[config.mk]
export PLATFORM = sky130hd
export DESIGN_NAME = mdsd_lane
export DESIGN_NICKNAME = d
export VERILOG_FILES = /design/src/design/mdsd_pkg.sv /design/src/design/mdsd_lane.sv
export SDC_FILE = /design/constraint.sdc
export NUM_CORES = 2
export LEC_CHECK = 0
export BUFFER_PORTS_ARGS = -buffer_cell sky130_fd_sc_hd__buf_4
export CAP_MARGIN = 40
export CORE_ASPECT_RATIO = 0.75
export CORE_MARGIN = 3
export CORE_UTILIZATION = 45
export DETAILED_ROUTE_END_ITERATION = 7
export HOLD_SLACK_MARGIN = 0.1
export PLACE_DENSITY = 0.57
export SYNTH_ARGS = -nofsm -noshare
export SYNTH_HDL_FRONTEND = slang
export SYNTH_SLANG_ARGS = --single-unit
[constraint.sdc]
create_clock -name clk_i -period 7.6 [get_ports clk_i]
set_input_delay 0 -clock clk_i [delete_from_list [all_inputs] [get_ports clk_i]]
set_output_delay 0 -clock clk_i [all_outputs]
set_load 0.1 [all_outputs]
[src/design/mdsd_pkg.sv]
// ----------------------------------------------------------------------------
// mdsd_pkg
// Shared types and constants of the motor deadzone smoothstep drive.
// ----------------------------------------------------------------------------
package mdsd_pkg;

  // default parameter values
  localparam int DUTY_WIDTH_DEF = 16;
  localparam int FRAC_BITS_DEF  = 16;

  // register field widths
  localparam int DZ_W       = 12;
  localparam int RW_W       = 15;
  localparam int PWM_W      = 15;
  localparam int CFG_DATA_W = 15;
  localparam int CFG_IDX_W  = 3;

  // register reset values
  localparam logic [DZ_W-1:0]  DZ_RST  = '0;
  localparam logic [RW_W-1:0]  RW_RST  = 15'd1;
  localparam logic [PWM_W-1:0] PWM_RST = 15'd10000;

  // lane stages beyond the divider: input, square, scale, deadzone product, clamp
  localparam int LANE_EXTRA_STAGES = 5;

  localparam int OUT_TDATA_W = ((2 * (1 + PWM_W) + 7) / 8) * 8;

  typedef enum logic [CFG_IDX_W-1:0] {
    REG_DZ_LEFT  = 3'd0,
    REG_DZ_RIGHT = 3'd1,
    REG_RAMP     = 3'd2,
    REG_MAX_PWM  = 3'd3
  } cfg_reg_e;

  typedef struct packed {
    logic [RW_W-1:0]  ramp_span;
    logic [PWM_W-1:0] max_pwm;
  } lane_cfg_t;

  typedef struct packed {
    logic             dir;
    logic [PWM_W-1:0] mag;
  } lane_res_t;

  typedef struct packed {
    lane_res_t right;
    lane_res_t left;
  } out_res_t;

endpackage

[src/design/mdsd_lane.sv]
// ----------------------------------------------------------------------------
// mdsd_lane
// One wheel: ramp fraction by a bit-per-stage divider, smoothstep scale,
// deadzone boost, clamp and split into direction and magnitude.
// ----------------------------------------------------------------------------
module mdsd_lane #(
  parameter int DUTY_WIDTH = mdsd_pkg::DUTY_WIDTH_DEF,
  parameter int FRAC_BITS  = mdsd_pkg::FRAC_BITS_DEF
) (
  input  logic                      clk_i,
  input  logic                      en_i,
  input  logic [DUTY_WIDTH-1:0]     duty_i,
  input  logic [mdsd_pkg::DZ_W-1:0] dz_i,
  input  mdsd_pkg::lane_cfg_t       cfg_i,
  output mdsd_pkg::lane_res_t       res_o
);
  import mdsd_pkg::*;

  localparam int CW    = (DUTY_WIDTH > RW_W) ? DUTY_WIDTH : RW_W;
  localparam int BW    = CW + 1;
  localparam int QW    = FRAC_BITS + 1;
  localparam int KW    = FRAC_BITS + 2;
  localparam int SW    = DZ_W + QW + 1;
  localparam int DEPTH = FRAC_BITS + 4;

  localparam logic [QW-1:0] ONE_Q   = {1'b1, {FRAC_BITS{1'b0}}};
  localparam logic [KW-1:0] THREE_Q = {2'b11, {FRAC_BITS{1'b0}}};
  localparam logic [SW-1:0] HALF_Q  = SW'(1) << (FRAC_BITS - 1);

  logic [RW_W-1:0]       rw_eff;
  logic                  neg;
  logic [DUTY_WIDTH-1:0] mag_in;
  logic [CW-1:0]         mag_ext;
  logic                  sat;

  // carried along the whole lane
  logic [DUTY_WIDTH-1:0] a_q   [DEPTH];
  logic                  neg_q [DEPTH];
  // divider state, stage 0 is the input register
  logic [RW_W-1:0]       rem_q [FRAC_BITS+1];
  logic [FRAC_BITS-1:0]  quo_q [FRAC_BITS+1];
  logic                  sat_q [FRAC_BITS+1];

  logic [QW-1:0]      t_val;
  logic [2*QW-1:0]    t_sq;
  logic [QW-1:0]      t2_q;
  logic [KW-1:0]      k_q;
  logic [QW+KW-1:0]   scale_prod;
  logic [QW-1:0]      scale_q;
  logic [DZ_W+QW-1:0] dz_prod;
  logic [SW-1:0]      dz_sum;
  logic [DZ_W-1:0]    comp_q;
  logic [BW-1:0]      boosted;
  logic [BW-1:0]      limit;
  logic [BW-1:0]      clipped;
  lane_res_t          res_q;

  assign rw_eff  = (cfg_i.ramp_span == '0) ? RW_W'(1) : cfg_i.ramp_span;
  assign neg     = duty_i[DUTY_WIDTH-1];
  assign mag_in  = neg ? (~duty_i + DUTY_WIDTH'(1)) : duty_i;
  assign mag_ext = CW'(mag_in);
  assign sat     = mag_ext >= CW'(rw_eff);

  always_ff @(posedge clk_i) begin
    if (en_i) begin
      a_q[0]   <= mag_in;
      neg_q[0] <= neg;
      sat_q[0] <= sat;
      rem_q[0] <= sat ? '0 : mag_ext[RW_W-1:0];
      quo_q[0] <= '0;
    end
  end

  for (genvar i = 1; i < DEPTH; i++) begin : g_carry
    always_ff @(posedge clk_i) begin
      if (en_i) begin
        a_q[i]   <= a_q[i-1];
        neg_q[i] <= neg_q[i-1];
      end
    end
  end

  // restoring division, one quotient bit per stage
  for (genvar i = 1; i <= FRAC_BITS; i++) begin : g_div
    logic [RW_W:0] rem_sh;
    logic [RW_W:0] rem_sub;
    logic          ge;
    assign rem_sh  = {rem_q[i-1], 1'b0};
    assign rem_sub = rem_sh - {1'b0, rw_eff};
    assign ge      = rem_sh >= {1'b0, rw_eff};
    always_ff @(posedge clk_i) begin
      if (en_i) begin
        rem_q[i] <= ge ? rem_sub[RW_W-1:0] : rem_sh[RW_W-1:0];
        quo_q[i] <= {quo_q[i-1][FRAC_BITS-2:0], ge};
        sat_q[i] <= sat_q[i-1];
      end
    end
  end

  assign t_val      = sat_q[FRAC_BITS] ? ONE_Q : {1'b0, quo_q[FRAC_BITS]};
  assign t_sq       = t_val * t_val;
  assign scale_prod = t2_q * k_q;
  assign dz_prod    = dz_i * scale_q;
  assign dz_sum     = SW'(dz_prod) + HALF_Q;

  always_ff @(posedge clk_i) begin
    if (en_i) begin
      t2_q    <= t_sq[2*FRAC_BITS:FRAC_BITS];
      k_q     <= THREE_Q - {t_val, 1'b0};
      scale_q <= scale_prod[2*FRAC_BITS:FRAC_BITS];
      comp_q  <= dz_sum[FRAC_BITS+DZ_W-1:FRAC_BITS];
    end
  end

  assign boosted = BW'(a_q[DEPTH-1]) + BW'(comp_q);
  assign limit   = BW'(cfg_i.max_pwm);
  assign clipped = (boosted > limit) ? limit : boosted;

  always_ff @(posedge clk_i) begin
    if (en_i) begin
      res_q.dir <= (clipped == '0) ? 1'b1 : ~neg_q[DEPTH-1];
      res_q.mag <= clipped[PWM_W-1:0];
    end
  end

  assign res_o = res_q;

endmodule

## After elaboration in Yosys (flattened, before gate mapping)

Memory sizes are Yosys's and may differ from the RTL's.
Index checks and enable logic that the tools add are counted.

| word-level totals | value |
|---|---|
| bits in latches | 0 |
| RAM bits | 884 |
| register bits after elaboration | 80 |
| memory bits (read-only) | 0 |
| memories | 5 |

| cells by class | value |
|---|---|
| shift operators | 0 |
| bitwise logic cells | 2 |
| add/subtract/negate cells | 20 |
| mux-type cells | 23 |
| reduce and logical (&&, ||, !) cells | 2 |
| $lt $le $gt $ge | 18 |
| eq/ne operators | 0 |
| multiply operators | 3 |
| divide/modulo/power cells | 0 |

Memory list:

| memory | words | width | read ports | clocked after Yosys merged registers in | wr ports | RTL line | source |
|---|---|---|---|---|---|---|---|
| a_q | 20 | 16 | 20 | 0 | 20 | mdsd_lane.sv:37 | `logic [DUTY_WIDTH-1:0] a_q [DEPTH];` |
| quo_q | 17 | 16 | 17 | 0 | 17 | mdsd_lane.sv:41 | `logic [FRAC_BITS-1:0] quo_q [FRAC_BITS+1];` |
| rem_q | 17 | 15 | 16 | 0 | 17 | mdsd_lane.sv:40 | `logic [RW_W-1:0] rem_q [FRAC_BITS+1];` |
| neg_q | 20 | 1 | 20 | 0 | 20 | mdsd_lane.sv:38 | `logic neg_q [DEPTH];` |
| sat_q | 17 | 1 | 17 | 0 | 17 | mdsd_lane.sv:42 | `logic sat_q [FRAC_BITS+1];` |

Operator list:

| kind | count |
|---|---|
| $ge 16x15->1 | 17 |
| $mux 15 | 18 |
| $sub 15x15->15 | 16 |
| $mux 17 | 2 |
| $mul 17x17->33 | 1 |
| $mul 17x18->33 | 1 |
| $add 28x16->28 const B | 1 |
| $mul 12x17->28 | 1 |
| $sub 18x18->18 const A | 1 |
| $add 16x12->17 | 1 |
| $gt 17x15->1 | 1 |
| $logic_not 17->1 | 1 |
| $add 16x1->16 const B | 1 |
| $mux 16 | 1 |
| $not 16->16 | 1 |
| $logic_not 15->1 | 1 |
| $mux 1 | 2 |
| $not 1->1 | 1 |

## Logic depth before layout (Yosys ltp)

| depth | value |
|---|---|
| depth after elaboration | 5 |
| gate-level depth with buffers | 26 |
| depth with buffers taken out | 23 |

## Least setup slack after synthesis

OpenSTA, ideal clock, no wires.

| timing path | value |
|---|---|
| path kind | reg2reg |
| from | memory sat_q[16][0], in the netlist sat_q[0][16] |
| to | register t2_q[15] (data pin) |
| cell stages (with the launch flop) | 26 |
| period minus slack after synthesis | 6,608 ps |
| setup slack | 992 ps |
| data arrival time | 6,332 ps |
| required time | 7,324 ps |
| path through | edfxtp_1 -> clkbuf_1 -> clkbuf_1 -> nor2b_1 -> clkbuf_1 -> nand2_1 -> fa_1 -> inv_1 -> fa_1 -> inv_1 -> fa_1 -> inv_1 -> fa_1 -> fa_1 -> inv_1 -> fa_1 -> inv_1 -> ha_1 -> a21o_1 -> a21oi_1 -> o21ai_0 -> a21oi_1 -> nand2_1 -> a21oi_1 -> o311ai_0 -> xor2_1 |

RTL lines:

| item | RTL line | source |
|---|---|---|
| start, declared | mdsd_lane.sv:42 |  |
| end signal, assigned | mdsd_lane.sv:108 | `t2_q <= t_sq[2*FRAC_BITS:FRAC_BITS];` |
| end, declared | mdsd_lane.sv:46 | `logic [QW-1:0] t2_q;` |

==> parameters.txt <==
Parameter                              Value

Routing
  Count of TritonRoute iterations in the first routing pass    5
  Routed wirelength normalized by instance count    18.3 µm
  Number of antenna-violating nets in the routed design    0
  Total routed wirelength    133,000 µm
  DR vias/cell    5.18
  Via count of the routed design    37,583
  Drt drc    0
  Violation count after the first detailed-routing iteration    2,587

Cells and area
  Reg area    24,400 µm²
  Number of filler cells placed in the layout    11,878
  Most frequent cells in the layout    inv_1 (819), edfxtp_1 (812), fa_1 (575)
  Final #Nets    6,609
  Multi-input gate area    33,300 µm²
  Leading cell type in the layout, fill and taps excluded    inv_1
  Proportion of layout cells with a drive suffix above 1    0.0907
  Syn-to-layout area delta    10.1%

Floorplan
  Die Y-Extent    326 µm
  Count of standard-cell rows    116
  Std-Cell Core Area    134,000 µm²
  I/O pin count    76
  Die Footprint    141,000 µm²
  Initial core utilization    0.456
  Chip Width    432 µm

Critical path
  Kind of start point of the critical path    flip-flop
  Crit-path slowest cell    nor2b_1
  Critical Setup Path Class    flip-flop to flip-flop
  Maximum fanout encountered on the critical timing path    14
  Cell breakdown of the critical path    nor2b_1 > nand2_1 > fa_1 > fa_1 > inv_1 > ha_1 > fa_1 > inv_1 > fa_1 > fa_1 > inv_1 > ha_1 > o211ai_1 > or3_1 > a21oi_1 > o2111ai_1 > and3_1 > or3_1 > a31o_2 > xnor2_1
  Count of buffering cells on the critical path with inverters included    3
  Required time of the critical path    8.03 ns
  Most frequent CP cell    fa_1
  Top delay family on crit path    adder cells
  Worst endpoint data arrival time    7.40 ns
  Slowest Stage Delay on Critical Path    0.72 ns
  Setup crit end kind    flip-flop

Clock network
  Clock transition at the registers of the reported paths    0.06 ns
  Root Driver    clkbuf_16
  TritonCTS clock tree    done
  Post-CTS resize count    0
  CTS Buffer Depth    3
  Sink Count    812
  H-tree depth    3
  Cts bufs inserted    83
  Later-pin clock latency in the skew report    0.70 ns

STA
  Period utilization    0.917
  Pins over their slew limit    0
  Worst slack on hold paths    0.202 ns
  Setup TNS    0 ns
  Remaining max-slew budget at the tightest pin    0.289
  Post-layout minimum cycle time    6.97 ns
  Final Hold Violating Endpoints    0
  Final setup vio count    0
  Max Clock Freq    0.144 GHz
  Fin Clk Skew    0.0256 ns
  Unrepaired setup endpoints after global routing    no
  Measured slew at the worst slew-check pin    1.07 ns

Placement
  Final HPWL DP    97,500 µm
  Final weighted congestion in routability-driven placement    0.846
  Buffers added on ports    75

Yosys
  Sequential fraction of the synthesis area    0.398
  Primary flip-flop cell chosen by synthesis mapping    edfxtp_1
  Number of flops mapped to enable cells by yosys    812
  Syn. warnings    0
  Post-Synthesis Cell Area    61,300 µm²
  Number of standard cells after synthesis    5,245
  Mean Syn Cell Area    11.7 µm²
  Share of synthesized registers carrying an async set or reset    0
  Count of unique library cells instantiated by Yosys    70
  Synthesis-stage register bit count    812

Global route
  Vias in the first global route    38,407
  Initial antenna violation count    4
  Global routing met2 resource utilization    0.278
  Grt peak-use layer    met1
  M1 GR Usage    0.296
  Grt ovf    0
  All-layer global routing usage    0.191
  Maximum number of pins on one net before global-route repair    205
  Wire length of the first global-routing pass    213,000 µm
  Global Route met3 Usage    0.0363

Flow run
  Max Cap Violations    0

Min path
  Worst min path class    primary input to flip-flop

Run status
  Result of the run    finished, final reports clean
==> tightest hold or removal path: cells and delay by family <==
| kind | cells | cell delay, ns |
|---|---|---|
| mux | 1 | 0.14 |
| buf+inv | 2 | 0.64 |
==> routing by layer <==
metal	part of all wire	vias up
met5	0	-
met4	0.021	0
met3	0.053	165
met2	0.42	816
met1	0.51	18495
li1	-	18107
==> what timing repair did <==
item                                   CTS  global route
setup buffers                            0             0
endpoints found under the hold margin  116             0
hold buffers                            49             0
==> flip-flops by register name (all words and copies together), names as in the netlist <==
register / flops
neg_q: 20
sat_q: 17
t2_q: 17
quo_q: 136
comp_q: 12
a_q: 320
k_q: 17
res_o: 16
scale_q: 17
rem_q: 240
==> logic make-up after synthesis <==
| group | Yosys count | synth area share |
|---|---|---|
| simple gates | 1204 | 0.0944 |
| fa+ha+maj | 1130 | 0.301 |
| buf+inv | 954 | 0.0593 |
| flops | 812 | 0.398 |
| compound gates | 687 | 0.0742 |
| xor+xnor | 268 | 0.0383 |
| mux | 188 | 0.0345 |
| other cells | 2 | 0.000123 |
==> final timing paths <==
check / from / end / slack, ns / depth (start not counted)
worst max-delay path: sat_q[0][16] / t2_q[16] / 0.63 / 20
worst min-delay path: cfg_i[14] / res_o[14] / 0.20 / 3
worst max register to register: sat_q[0][16] / t2_q[16] / 0.63 / 20
worst min register to register: quo_q[0][219] / quo_q[0][236] / 0.40 / 0
==> synthesized netlist by cell type (7+ instances only) <==
cell type,count,area share
a211oi_1,29,0.0036
o31ai_1,15,0.0018
nand2b_1,16,0.0016
nor4_1,20,0.0020
inv_1,822,0.050
a41o_1,10,0.0016
buf_2,7,0.00057
or2_2,19,0.0019
o21a_1,42,0.0051
nor3_1,70,0.0057
nor2b_1,41,0.0042
ha_1,555,0.11
o221ai_1,10,0.0014
nand4_1,49,0.0050
buf_4,9,0.0011
mux2_2,183,0.034
fa_1,575,0.19
a211o_1,11,0.0016
o211ai_1,10,0.0012
a21o_1,119,0.015
a21oi_2,10,0.0014
nand3_1,27,0.0022
or3_1,14,0.0014
o21bai_1,33,0.0040
a31oi_1,14,0.0014
a2111oi_0,8,0.0011
and3_1,15,0.0015
o21ai_1,19,0.0016
o41ai_2,7,0.0019
o21ai_0,109,0.0089
and2_1,219,0.022
clkbuf_1,112,0.0069
xnor2_1,182,0.026
a21oi_1,187,0.015
edfxtp_1,812,0.40
nor2_1,156,0.0096
nor3b_1,19,0.0023
nand2_1,523,0.032
xor2_1,86,0.012
o41ai_1,17,0.0024
==> cell type report <==
| cell class | instances | share of cell area |
|---|---|---|
| Multi-Input combinational cell | 3501 | 0.494 |
| Clock buffer | 104 | 0.0320 |
| Timing Repair Buffer | 198 | 0.0257 |
| Sequential cell | 812 | 0.361 |
| Clock inverter | 44 | 0.00799 |
| Tap cell | 1770 | 0.0328 |
| Inverter | 823 | 0.0458 |
| Antenna cell | 2 | 0.0000742 |
==> stage by stage <==
step | utilization | cells | worst slack (ns) | area (µm²)
2_1_floorplan | - | 5267 | 0.992 | 61300
3_3_place_gp | 0.478 | 7044 | 0.711 | 64100
3_5_place_dp | 0.479 | 7055 | 0.550 | 64300
4_1_cts | 0.502 | 7252 | 0.558 | 67500
5_1_grt | 0.502 | 7253 | 0.225 | 67500
6_report | 0.503 | 7254 | 0.632 | 67500
Power is left out: the tool's default activity adds up to more than one toggle a clock period on the data nets, which glitch-free logic cannot reach.
