## src/design/mdsd_pkg.sv

```systemverilog
// ----------------------------------------------------------------------------
// mdsd_pkg
// Shared types and constants of the motor deadzone smoothstep drive.
// ----------------------------------------------------------------------------
package mdsd_pkg;

  // default parameter values
  localparam int DUTY_WIDTH_DEF = 16;
  localparam int FRAC_BITS_DEF  = 16;

  // register field widths
  localparam int DZ_W       = 12;
  localparam int RW_W       = 15;
  localparam int PWM_W      = 15;
  localparam int CFG_DATA_W = 15;
  localparam int CFG_IDX_W  = 3;

  // register reset values
  localparam logic [DZ_W-1:0]  DZ_RST  = '0;
  localparam logic [RW_W-1:0]  RW_RST  = 15'd1;
  localparam logic [PWM_W-1:0] PWM_RST = 15'd10000;

  // lane stages beyond the divider: input, square, scale, deadzone product, clamp
  localparam int LANE_EXTRA_STAGES = 5;

  localparam int OUT_TDATA_W = ((2 * (1 + PWM_W) + 7) / 8) * 8;

  typedef enum logic [CFG_IDX_W-1:0] {
    REG_DZ_LEFT  = 3'd0,
    REG_DZ_RIGHT = 3'd1,
    REG_RAMP     = 3'd2,
    REG_MAX_PWM  = 3'd3
  } cfg_reg_e;

  typedef struct packed {
    logic [RW_W-1:0]  ramp_span;
    logic [PWM_W-1:0] max_pwm;
  } lane_cfg_t;

  typedef struct packed {
    logic             dir;
    logic [PWM_W-1:0] mag;
  } lane_res_t;

  typedef struct packed {
    lane_res_t right;
    lane_res_t left;
  } out_res_t;

endpackage

```

## src/design/mdsd_out_buf.sv

```systemverilog
// ----------------------------------------------------------------------------
// mdsd_out_buf
// Output register with a skid stage; stalls the lanes only when both are full.
// ----------------------------------------------------------------------------
module mdsd_out_buf (
  input  logic               clk_i,
  input  logic               rst_ni,
  input  logic               valid_i,
  input  mdsd_pkg::out_res_t data_i,
  output logic               en_o,
  output logic               valid_o,
  input  logic               ready_i,
  output mdsd_pkg::out_res_t data_o
);
  import mdsd_pkg::*;

  logic     out_valid_q;
  logic     skid_q;
  out_res_t out_q;
  out_res_t skid_data_q;
  logic     push;

  assign en_o = ~skid_q;
  assign push = valid_i & ~skid_q;

  always_ff @(posedge clk_i or negedge rst_ni) begin
    if (!rst_ni) begin
      out_valid_q <= 1'b0;
      skid_q      <= 1'b0;
    end else if (!out_valid_q || ready_i) begin
      out_valid_q <= skid_q | push;
      skid_q      <= 1'b0;
    end else if (push) begin
      skid_q <= 1'b1;
    end
  end

  always_ff @(posedge clk_i) begin
    if (!out_valid_q || ready_i) begin
      out_q <= skid_q ? skid_data_q : data_i;
    end else if (push) begin
      skid_data_q <= data_i;
    end
  end

  assign valid_o = out_valid_q;
  assign data_o  = out_q;

`ifndef SYNTH
  a_skid_needs_out: assert property (@(posedge clk_i) disable iff (!rst_ni)
    skid_q |-> out_valid_q)
    else $error("skid holds a beat while the output register is empty");

  a_skid_drains: assert property (@(posedge clk_i) disable iff (!rst_ni)
    (skid_q && ready_i) |=> !skid_q)
    else $error("skid did not drain after the output beat was taken");

  a_skid_fill_on_stall: assert property (@(posedge clk_i) disable iff (!rst_ni)
    $rose(skid_q) |-> $past(out_valid_q && !ready_i))
    else $error("skid filled without an output stall");
`endif

endmodule

```

## config.mk

```make
export PLATFORM = sky130hd
export DESIGN_NAME = mdsd_out_buf
export DESIGN_NICKNAME = d
export VERILOG_FILES = /design/src/design/mdsd_pkg.sv /design/src/design/mdsd_out_buf.sv
export SDC_FILE = /design/constraint.sdc
export NUM_CORES = 1
export LEC_CHECK = 0
export ABC_AREA = 1
export CORE_MARGIN = 3
export CORE_UTILIZATION = 65
export CTS_CLUSTER_DIAMETER = 200
export DETAILED_ROUTE_END_ITERATION = 10
export DONT_BUFFER_PORTS = 1
export PLACE_DENSITY_LB_ADDON = 0.25
export SETUP_SLACK_MARGIN = 0.2
export SLEW_MARGIN = 20
export SYNTH_ARGS = -nofsm -noshare
export SYNTH_HDL_FRONTEND = slang
export SYNTH_SLANG_ARGS = --single-unit
export TNS_END_PERCENT = 1
```

## constraint.sdc

```tcl
create_clock -name clk_i -period 9.37 [get_ports clk_i]
set_input_delay 1.4055 -clock clk_i [delete_from_list [all_inputs] [get_ports clk_i]]
set_output_delay 1.4055 -clock clk_i [all_outputs]
set_load 0.05 [all_outputs]
```

== After elaboration in Yosys (flattened, before gate mapping) ==
Index checks and enable logic that the tools add are counted.
Operators by class
  muxes and demuxes: 3
  bitwise logic cells: 4
  reduce and logical (&&, ||, !) cells: 4
Operators with widths (count)
  two-way mux 32 bit: 1
  two-way mux 1 bit: 2
  inverter 1 bit: 2
  AND reduction 2 bit: 1
  nonzero test 2 bit: 1
  AND 1 bit: 1
  logical NOT 1 bit: 1
  logical OR 1 bit: 1
  bitwise OR 1 bit: 1
Word-level totals
  bits in registers: 66
  output and inout port bits: 34
  word-level logic and storage cells: 21

== Longest topological paths before layout ==
Gate-level depths: netlist of run 1.
  depth after elaboration: 4
  gate-level depth with buffers: 5
  depth with buffers taken out: 3

== Worst setup path after synthesis of run 1 ==
OpenSTA, ideal clock, no wires.
  kind: input to register
  start point: input ready_i
  end point: register skid_data_q[0] in the netlist's numbering, enable pin
  setup time: 0.422 ns
  arrival: 3.656 ns
  data required time: 8.948 ns
  setup slack: 5.293 ns
  stages: 3
  path through: inv_1 -> nand2_1 -> nor2_1
On the way
  word-level cells in the longest chain between the ends: 3
RTL lines
  from (decl): RTL line mdsd_out_buf.sv:12  | input logic ready_i,
  logical OR 1 bit: RTL line mdsd_out_buf.sv:39  | if (!out_valid_q || ready_i) begin
  inverter 1 bit (no source line)
  AND reduction 2 bit (no source line)
  to (signal assigned): RTL line mdsd_out_buf.sv:42  | skid_data_q <= data_i;
  to (decl): RTL line mdsd_out_buf.sv:20  | out_res_t skid_data_q;
No other way between the ends.
A chain may end at the register's enable or synchronous reset.

== Final worst setup path of run 1 ==
  start point: register skid_q
  end point: output en_o
On the way
  word-level cells in the longest chain between the ends: 1
RTL lines
  from (decl): RTL line mdsd_out_buf.sv:18  | logic skid_q;
  from (signal assigned): RTL line mdsd_out_buf.sv:29  | skid_q <= 1'b0;
  from (signal assigned): RTL line mdsd_out_buf.sv:32  | skid_q <= 1'b0;
  from (signal assigned): RTL line mdsd_out_buf.sv:34  | skid_q <= 1'b1;
  inverter 1 bit: RTL line mdsd_out_buf.sv:23  | assign en_o = ~skid_q;
  to (decl): RTL line mdsd_out_buf.sv:10  | output logic en_o,
No other way between the ends.

==> flow_summary.ini, run 1 <==
[sta]
rsz0062_at_grt = false
fin_tns_setup_ns = 0
fin_crit_sh_pct = 28.24
relSlewSlack_pct = 42.74
min_period_ns = 2.646
setup_viol = 0
clock.fmax_mhz = 377.9
drv_slew = 0
finClkSkew_ns = 0.005043
worst_slew_pin_slew_ns = 0.8569
hold_viol_final = 0

[cells_and_area]
final_common_cell = nand2_1
fin_util_pct = 75.69
diodes = 0
nNetsFinal = 219
drive_gt1_share_pct = 15.96
final_cell_mix = nand2_1, edfxtp_1, nand2_2, clkbuf_8, clkbuf_1
area_growth_pct = 6.767

[power]
powerDensity_nw_per_um2 = 248.8
vdd_ir_drop_max_v = 0.0001693
cellLeakagePower_nw = 1.045

[synthesis]
syn_nets = 213
synthSimpleGateAreaFrac_pct = 16.84
synth_cell_types = 10
synth.top_cell.area_share_pct = 76.99
synth_top_area_cell = edfxtp_1
synthAdderAreaFrac_pct = 0
ys_warn_count = 0
syn_inst = 177
synth_compound_area_share_pct = 0
ys_ff_latch = 66
yosys-top-cells-area = edfxtp_1, nand2_1, nand2_2
synth_top_family_by_area = simple AND/OR/NAND/NOR gates
synthMuxAreaShare_pct = 0
synth_area_um2 = 2496
synth_area_per_cell_um2 = 14.10
synth-xor-area-share_pct = 0
seq_area_frac_synth_pct = 79.00

[min_path]
hold_class = reg2reg

[clocking]
cts_resized = 0
cts_buffers = 9
post_cts_buffers = 0
root_buffer = clkbuf_8
clkSinkCount = 66
insertion_delay_ns = 0.33
ctsHoldBuffers = 0
htree_levels = 3
clkTransAtPathRegs_ns = 0.06
cts_buffer_depth = 2
cts_tree = done

[run]
maxCapViolations = 0

[setup_path]
max_stage_delay_ns = 0.36
end_kind = primary output
path_class = reg2out
critical_path.max_fanout = 34
crit_arrival_ns = 1.24
required_ns = 7.96
cpMaxStageDelayCell = dfrtp_1
cp_top_family = buffers and inverters
critPathLaunchType = flop
crit_chain = buf_4 -> inv_8
cp_num_buf_inv = 2

[die]
io_pins = 70
start_util_pct = 70.90
die_w_um = 67.97
die_h_um = 67.97
fp.coreArea_um2 = 3521
row_count = 21
die_area_um2 = 4620

[placement]
routabilityCongestion = 0.7261
io_buffers = 0
dpl.hpwl_um = 2682

[route]
drtAntennaViolNets = 0
num_vias = 1255
dr.pass1.iters = 6
wire_per_inst_um = 17.73
first_iter_violations = 146
drc = 0
wl_um = 4149
avgViaCountPerCell = 5.363

[grt]
grt_pass1_vias = 1331
globalRoute.totalOverflow = 0
grt_max_degree = 36
grt_first_pass_wirelength_um = 6527
grtUsageTotal_pct = 21.09
antenna_found_initial = 0

[outcome]
outcome = finished clean
state kept, by name, indices dropped and copies added (netlist names):
name	flops
data_o	32
skid_data_q	32
skid_q	1
valid_o	1
through the flow:
stage / total power, mW / std cells / hold slack [ns] / area [µm²] / setup WS [ns]
after detailed placement: 0.4527 / 218 / 0.5082 / 2487 / 6.448
final: 0.6632 / 234 / 0.5164 / 2665 / 6.724
after floorplan: 0.4471 / 177 / 0.4905 / 2496 / 5.293
after global placement: 0.4491 / 218 / 0.4982 / 2487 / 6.491
after CTS: 0.6683 / 234 / 0.5179 / 2665 / 6.705
after global routing: 0.6904 / 234 / 0.5419 / 2665 / 6.636
cell type report:
class	count	area, µm²
clock inverters	4	42.54
clock buffers	12	135.1
fillers	201	855.8
inverters	2	15.01
repair buffers	2	15.01
flip-flops and latches	66	1972
multi-input cells	102	427.9
well taps	46	57.56
tightest hold or removal path: cells and delay by family (launching register included):
family           cells  cell delay [ns]
flip-flops           1             0.32
AND/OR/NAND/NOR      2             0.10
power breakdown:
| part | switching, mW | internal, mW |
|---|---|---|
| sequential | 0.0601 | 0.352 |
| combinational | 0.0250 | 0.00841 |
| clock | 0.0963 | 0.121 |
| total | 0.181 | 0.482 |
logic make-up (layout without fill, tap and decap cells):
kind of cell,after synthesis,after routing
buffers and inverters,9,20
flip-flops,66,66
AND/OR/NAND/NOR,102,102
worst paths after layout:
kind | startpoint | to | slack (ns) | cells after the start
min | skid_data_q[1] | data_o[1] | 0.52 | 2
max in group asynchronous | rst_ni | skid_q | 8.53 | 0
min reg2reg | skid_data_q[1] | data_o[1] | 0.52 | 2
max | skid_q | en_o | 6.72 | 2
max reg2reg | valid_o | skid_data_q[17] | 7.24 | 3
min in group asynchronous | rst_ni | valid_o | 0.77 | 0
synth_stat cells:
master and n:
buf_12 2, buf_4 2, buf_6 3, dfrtp_1 2, edfxtp_1 64, inv_1 1, inv_8 1, nand2_1 84
nand2_2 15, nor2_1 3
layer usage:
layer  vias up  share of wire, %  global-route usage, %
li1        604                 -                      -
met1       577                38                  25.47
met2        68                50                  31.65
met3         6                10                  11.66
met4         0               1.4                  8.437
met5         -                 0                      0
Power figures use the tool's default switching activity.
==> inputs of run 2 (changes only) <==
- ABC_AREA: 1 -> 0
- CORE_UTILIZATION: 65 -> 61
- clock period: 9.37 -> 2.7 ns (I/O delays scaled with it)
==> flow_summary.ini, run 2 <==
[outcome]
outcome = finished clean

[clocking]
insertion_delay_ns = 0.31
cts_tree = done
clkSinkCount = 66
htree_levels = 3
cts_buffers = 9
clkTransAtPathRegs_ns = 0.06
cts_buffer_depth = 2
cts_resized = 0
root_buffer = clkbuf_8

[setup_path]
crit_arrival_ns = 1.52
cp_num_buf_inv = 1
cpMaxStageDelayCell = dfrtp_2
critPathLaunchType = flop
end_kind = primary output
cp_top_family = flip-flops
crit_chain = inv_1
path_class = reg2out
max_stage_delay_ns = 0.80
critical_path.max_fanout = 23
required_ns = 2.30

[synthesis]
synth-async-reset-ratio_pct = 3.030
synth.top_cell.area_share_pct = 76.00
ys_ff_latch = 66
synth_top_flop_cell = edfxtp_1
ys_warn_count = 0
synth_edf_count = 64
synth_top_area_cell = edfxtp_1
yosys-top-cells-area = edfxtp_1, mux2_4, mux2_2
synth_area_per_cell_um2 = 23.41
syn_inst = 108
synth_common_cells = edfxtp_1, mux2_4, mux2_2
synth_area_um2 = 2529
synth_cell_types = 12
syn_nets = 144
yosysMostFrequentCell = edfxtp_1
seq_area_frac_synth_pct = 77.98

[sta]
worst_slew_pin_slew_ns = 0.6633
setup_viol = 0
min_period_ns = 1.926
relSlewSlack_pct = 55.78
worst_slack_ns = 0.7742
drv_slew = 0
rsz0062_at_grt = false
fin_tns_setup_ns = 0
hold_viol_final = 0
clock.fmax_mhz = 519.3
fin_crit_sh_pct = 71.32
finClkSkew_ns = 0.004467
whs_ns = 0.1869

[grt]
antenna_found_initial = 0
grt_max_degree = 35
grt_pass1_vias = 1071
grt_first_pass_wirelength_um = 5775
grtUsageTotal_pct = 16.35
globalRoute.totalOverflow = 0

[placement]
dpl.hpwl_um = 2432
routabilityCongestion = 0.6619
pre_cts_ws_ns = 0.9378
io_buffers = 0

[route]
drtAntennaViolNets = 0
wl_um = 3684
dr.pass1.iters = 4
avgViaCountPerCell = 5.859
first_iter_violations = 70
drc = 0
wire_per_inst_um = 21.67
num_vias = 996

[die]
fp.coreArea_um2 = 3826
row_count = 22
die_h_um = 70.39
start_util_pct = 66.09
io_pins = 70
die_area_um2 = 4954
die_w_um = 70.39

[cells_and_area]
fin_util_pct = 71.03
nNetsFinal = 155
area_growth_pct = 7.472
drive_gt1_share_pct = 38.52
final_common_cell = edfxtp_1
final_cell_mix = edfxtp_1, mux2_4, clkbuf_8, mux2_2, clkbuf_1
diodes = 0

[run]
maxCapViolations = 0

[power]
powerDensity_nw_per_um2 = 793.5
cellLeakagePower_nw = 0.9687
vdd_ir_drop_max_v = 0.0004209

[min_path]
hold_class = in2reg
run 2: timing repair:
item                       4_1_cts  5_1_grt
buffers inserted                 0        0
hold endpoints to repair         2        0
setup endpoints to repair        0        0
hold buffers                     1        0
run 2: report_power, final:
| group | leakage (nW) | switching (mW) | internal [mW] |
|---|---|---|---|
| Sequential | 0.636 | 0.203 | 1.22 |
| Combinational | 0.261 | 0.0511 | 0.0711 |
| Clock | 0.0710 | 0.293 | 0.321 |
| Total | 0.969 | 0.547 | 1.61 |
run 2: layout make-up:
class	instances	area (µm²)
well taps	48	60.06
clock buffers	13	138.9
fillers	224	1109
flip-flops and latches	66	1973
clock inverters	1	3.754
inverters	1	3.754
repair buffers	4	32.53
multi-input cells	37	505.5
run 2: logic make-up (layout without fill, tap and decap cells):
family,after synthesis,count (layout),synth area share [%]
flops,66,66,77.98
buf+inv,5,19,2.771
mux,32,32,18.26
simple gates,5,5,0.9898
run 2: worst paths after layout:
path / from / to / slack, ns / cells after the start
worst max-delay path: skid_q / en_o / 0.77 / 1
worst min-delay path: data_i[16] / skid_data_q[16] / 0.19 / 0
worst max register to register: skid_q / data_o[10] / 0.93 / 2
worst min register to register: skid_data_q[2] / data_o[2] / 0.55 / 1
max in group asynchronous: rst_ni / skid_q / 2.23 / 1
min in group asynchronous: rst_ni / valid_o / 0.33 / 1
run 2: per-stage QoR:
step / power, mW / area [µm²] / std cells
final: 2.156 / 2718 / 170
after global routing: 2.244 / 2718 / 170
after CTS: 2.189 / 2718 / 170
after detailed placement: 1.564 / 2565 / 155
after global placement: 1.555 / 2565 / 155
after floorplan: 1.547 / 2547 / 108
run 2: layer usage:
metal | share of wire (%) | GRT usage [%] | vias to the layer above
li1 | - | - | 443
met1 | 36 | 18.89 | 504
met2 | 54 | 25.05 | 47
met3 | 9.4 | 6.906 | 2
met4 | 0.73 | 10.21 | 0
met5 | 0 | 0 | -
==> inputs of run 3 (changes only) <==
- CORE_UTILIZATION: 61 -> 55
- clock period: 2.7 -> 1.63 ns (I/O delays scaled with it)
==> flow_summary.ini, run 3 (synthesis gave the netlist of run 2 again) <==
[die]
fp.coreArea_um2 = 4384
die_area_um2 = 5447
die_w_um = 73.81
die_h_um = 73.81
row_count = 24
io_pins = 70
start_util_pct = 57.68

[outcome]
outcome = finished clean

[clocking]
clkTransAtPathRegs_ns = 0.06
cts_tree = done
clkSinkCount = 66
root_buffer = clkbuf_8
cts_buffers = 9
insertion_delay_ns = 0.32
htree_levels = 3
cts_buffer_depth = 2

[sta]
finClkSkew_ns = 0.005701
setup_viol = 0
hold_viol_final = 0
worst_slew_pin_slew_ns = 0.4893
clock.fmax_mhz = 721.2
relSlewSlack_pct = 67.45
rsz0062_at_grt = true
fin_crit_sh_pct = 85.06
min_period_ns = 1.386
drv_slew = 0
whs_ns = 0.03794
worst_slack_ns = 0.2435

[route]
wire_per_inst_um = 18.12
wl_um = 3859
num_vias = 1126
first_iter_violations = 93
dr.pass1.iters = 4
drtAntennaViolNets = 0
avgViaCountPerCell = 5.286
drc = 0

[setup_path]
reg2reg_slack_ns = 0.26
ff2ff_path_depth = 3
required_ns = 1.39
path_class = reg2out
cp_top_family = buffers and inverters
cpMaxStageDelayCell = dfrtp_2
end_kind = primary output
crit_chain = buf_12 -> clkinvlp_4
reg2reg_to = skid_data_q[2]
critPathLaunchType = flop
crit_arrival_ns = 1.14
cp_num_buf_inv = 2
max_stage_delay_ns = 0.39
critical_path.max_fanout = 14
r2r-start = skid_q

[grt]
grt_max_degree = 35
globalRoute.totalOverflow = 0
antenna_found_initial = 0
grt_pass1_vias = 1233
grt_first_pass_wirelength_um = 6175
grtUsageTotal_pct = 16.06

[power]
p_int_mw = 2.745
power_frac_seq_pct = 62.5
power_switching_mw = 0.9735
switching_share_pct = 26.18
cellLeakagePower_nw = 1.143
pwr-share-clk_pct = 29.0
powerDensity_nw_per_um2 = 1190
vdd_ir_drop_max_v = 0.0007263
p_comb_share_pct = 8.5

[min_path]
hold_depth = 2
hold_class = in2reg
hold_end = valid_o
hold_start = valid_i

[run]
maxCapViolations = 0

[cells_and_area]
diodes = 0
drive_gt1_share_pct = 35.40
final_cells = 213
nNetsFinal = 192
final_cell_mix = edfxtp_1, dlygate4sd3_1, mux2_4, clkbuf_8
area_growth_pct = 23.60
final_common_cell = edfxtp_1

[placement]
dpl.hpwl_um = 2418
pre_cts_ws_ns = 0.3394
io_buffers = 0
placed_cells = 163
routabilityCongestion = 0.6849
[run 3: cell types whose count changed in the layout (fill, tap and decap cells not counted)]
cell	delta
buf_12	+2
buf_4	+2
buf_6	+1
clkbuf_1	-1
clkinv_2	+3
clkinvlp_4	+1
dfrtp_1	-1
dfrtp_2	+1
dlygate4sd3_1	+32
inv_1	-1
[run 3: metal layers]
layer	vias to the layer above	share of wire [%]	track usage (%)
met5	-	0	0
met4	0	1.7	7.243
met3	7	7.1	6.977
met2	49	51	25.30
met1	552	40	19.04
li1	518	-	-
[run 3: worst reg2reg max path, cell delays in order (launching register included)]
cell and delay [ns]:
dfrtp_2 0.42, buf_4 0.16, nor3b_4 0.24, buf_4 0.25
[run 3: cell type report]
cell class                      count  area [µm²]
Clock buffer                       12       135.1
Sequential cell                    66        1974
Tap cell                           52       65.06
Inverter                            1       7.507
Multi-Input combinational cell     37       505.5
Clock inverter                      4       18.77
Fill cell                         292        1259
Timing Repair Buffer               41       419.2
[run 3: what timing repair did]
action | CTS | global route
setup buffers | 1 | 0
endpoints found under the setup margin | 1 | 18
hold buffers | 33 | 0
endpoints found under the hold margin | 34 | 0
gates cloned | 0 | 0
resized for setup | 1 | 1
[run 3: how the worst max path moves through the flow]
stage / start / end / slack, ns / cells past startpoint
after detailed placement: skid_q / skid_data_q[12] / 0.34 / 2
after global routing: skid_q / en_o / 0.18 / 2
after global placement: skid_q / skid_data_q[14] / 0.37 / 2
final: skid_q / en_o / 0.24 / 2
after floorplan: valid_o / skid_data_q[0] / -0.53 / 2
after CTS: skid_q / en_o / 0.23 / 2
[run 3: stage by stage]
| step | utilization (%) | power [mW] | instance area, µm² | setup TNS [ns] |
|---|---|---|---|---|
| 6_report | 71.29 | 3.718 | 3126 | 0 |
| 3_5_place_dp | 59.90 | 2.610 | 2626 | 0 |
| 4_1_cts | 71.20 | 3.761 | 3122 | 0 |
| 5_1_grt | 71.29 | 3.872 | 3126 | 0 |
| 2_1_floorplan | - | 2.563 | 2549 | -16.89 |
| 3_3_place_gp | 59.90 | 2.598 | 2626 | 0 |
[run 3: power groups by stage]
| stage | clock [mW] | sequential (mW) | combinational, mW |
|---|---|---|---|
| 2_1_floorplan | 0 | 2.35 | 0.212 |
| 3_3_place_gp | 0 | 2.36 | 0.239 |
| 3_5_place_dp | 0 | 2.36 | 0.248 |
| 4_1_cts | 1.12 | 2.32 | 0.320 |
| 5_1_grt | 1.20 | 2.33 | 0.342 |
| 6_report | 1.08 | 2.32 | 0.317 |
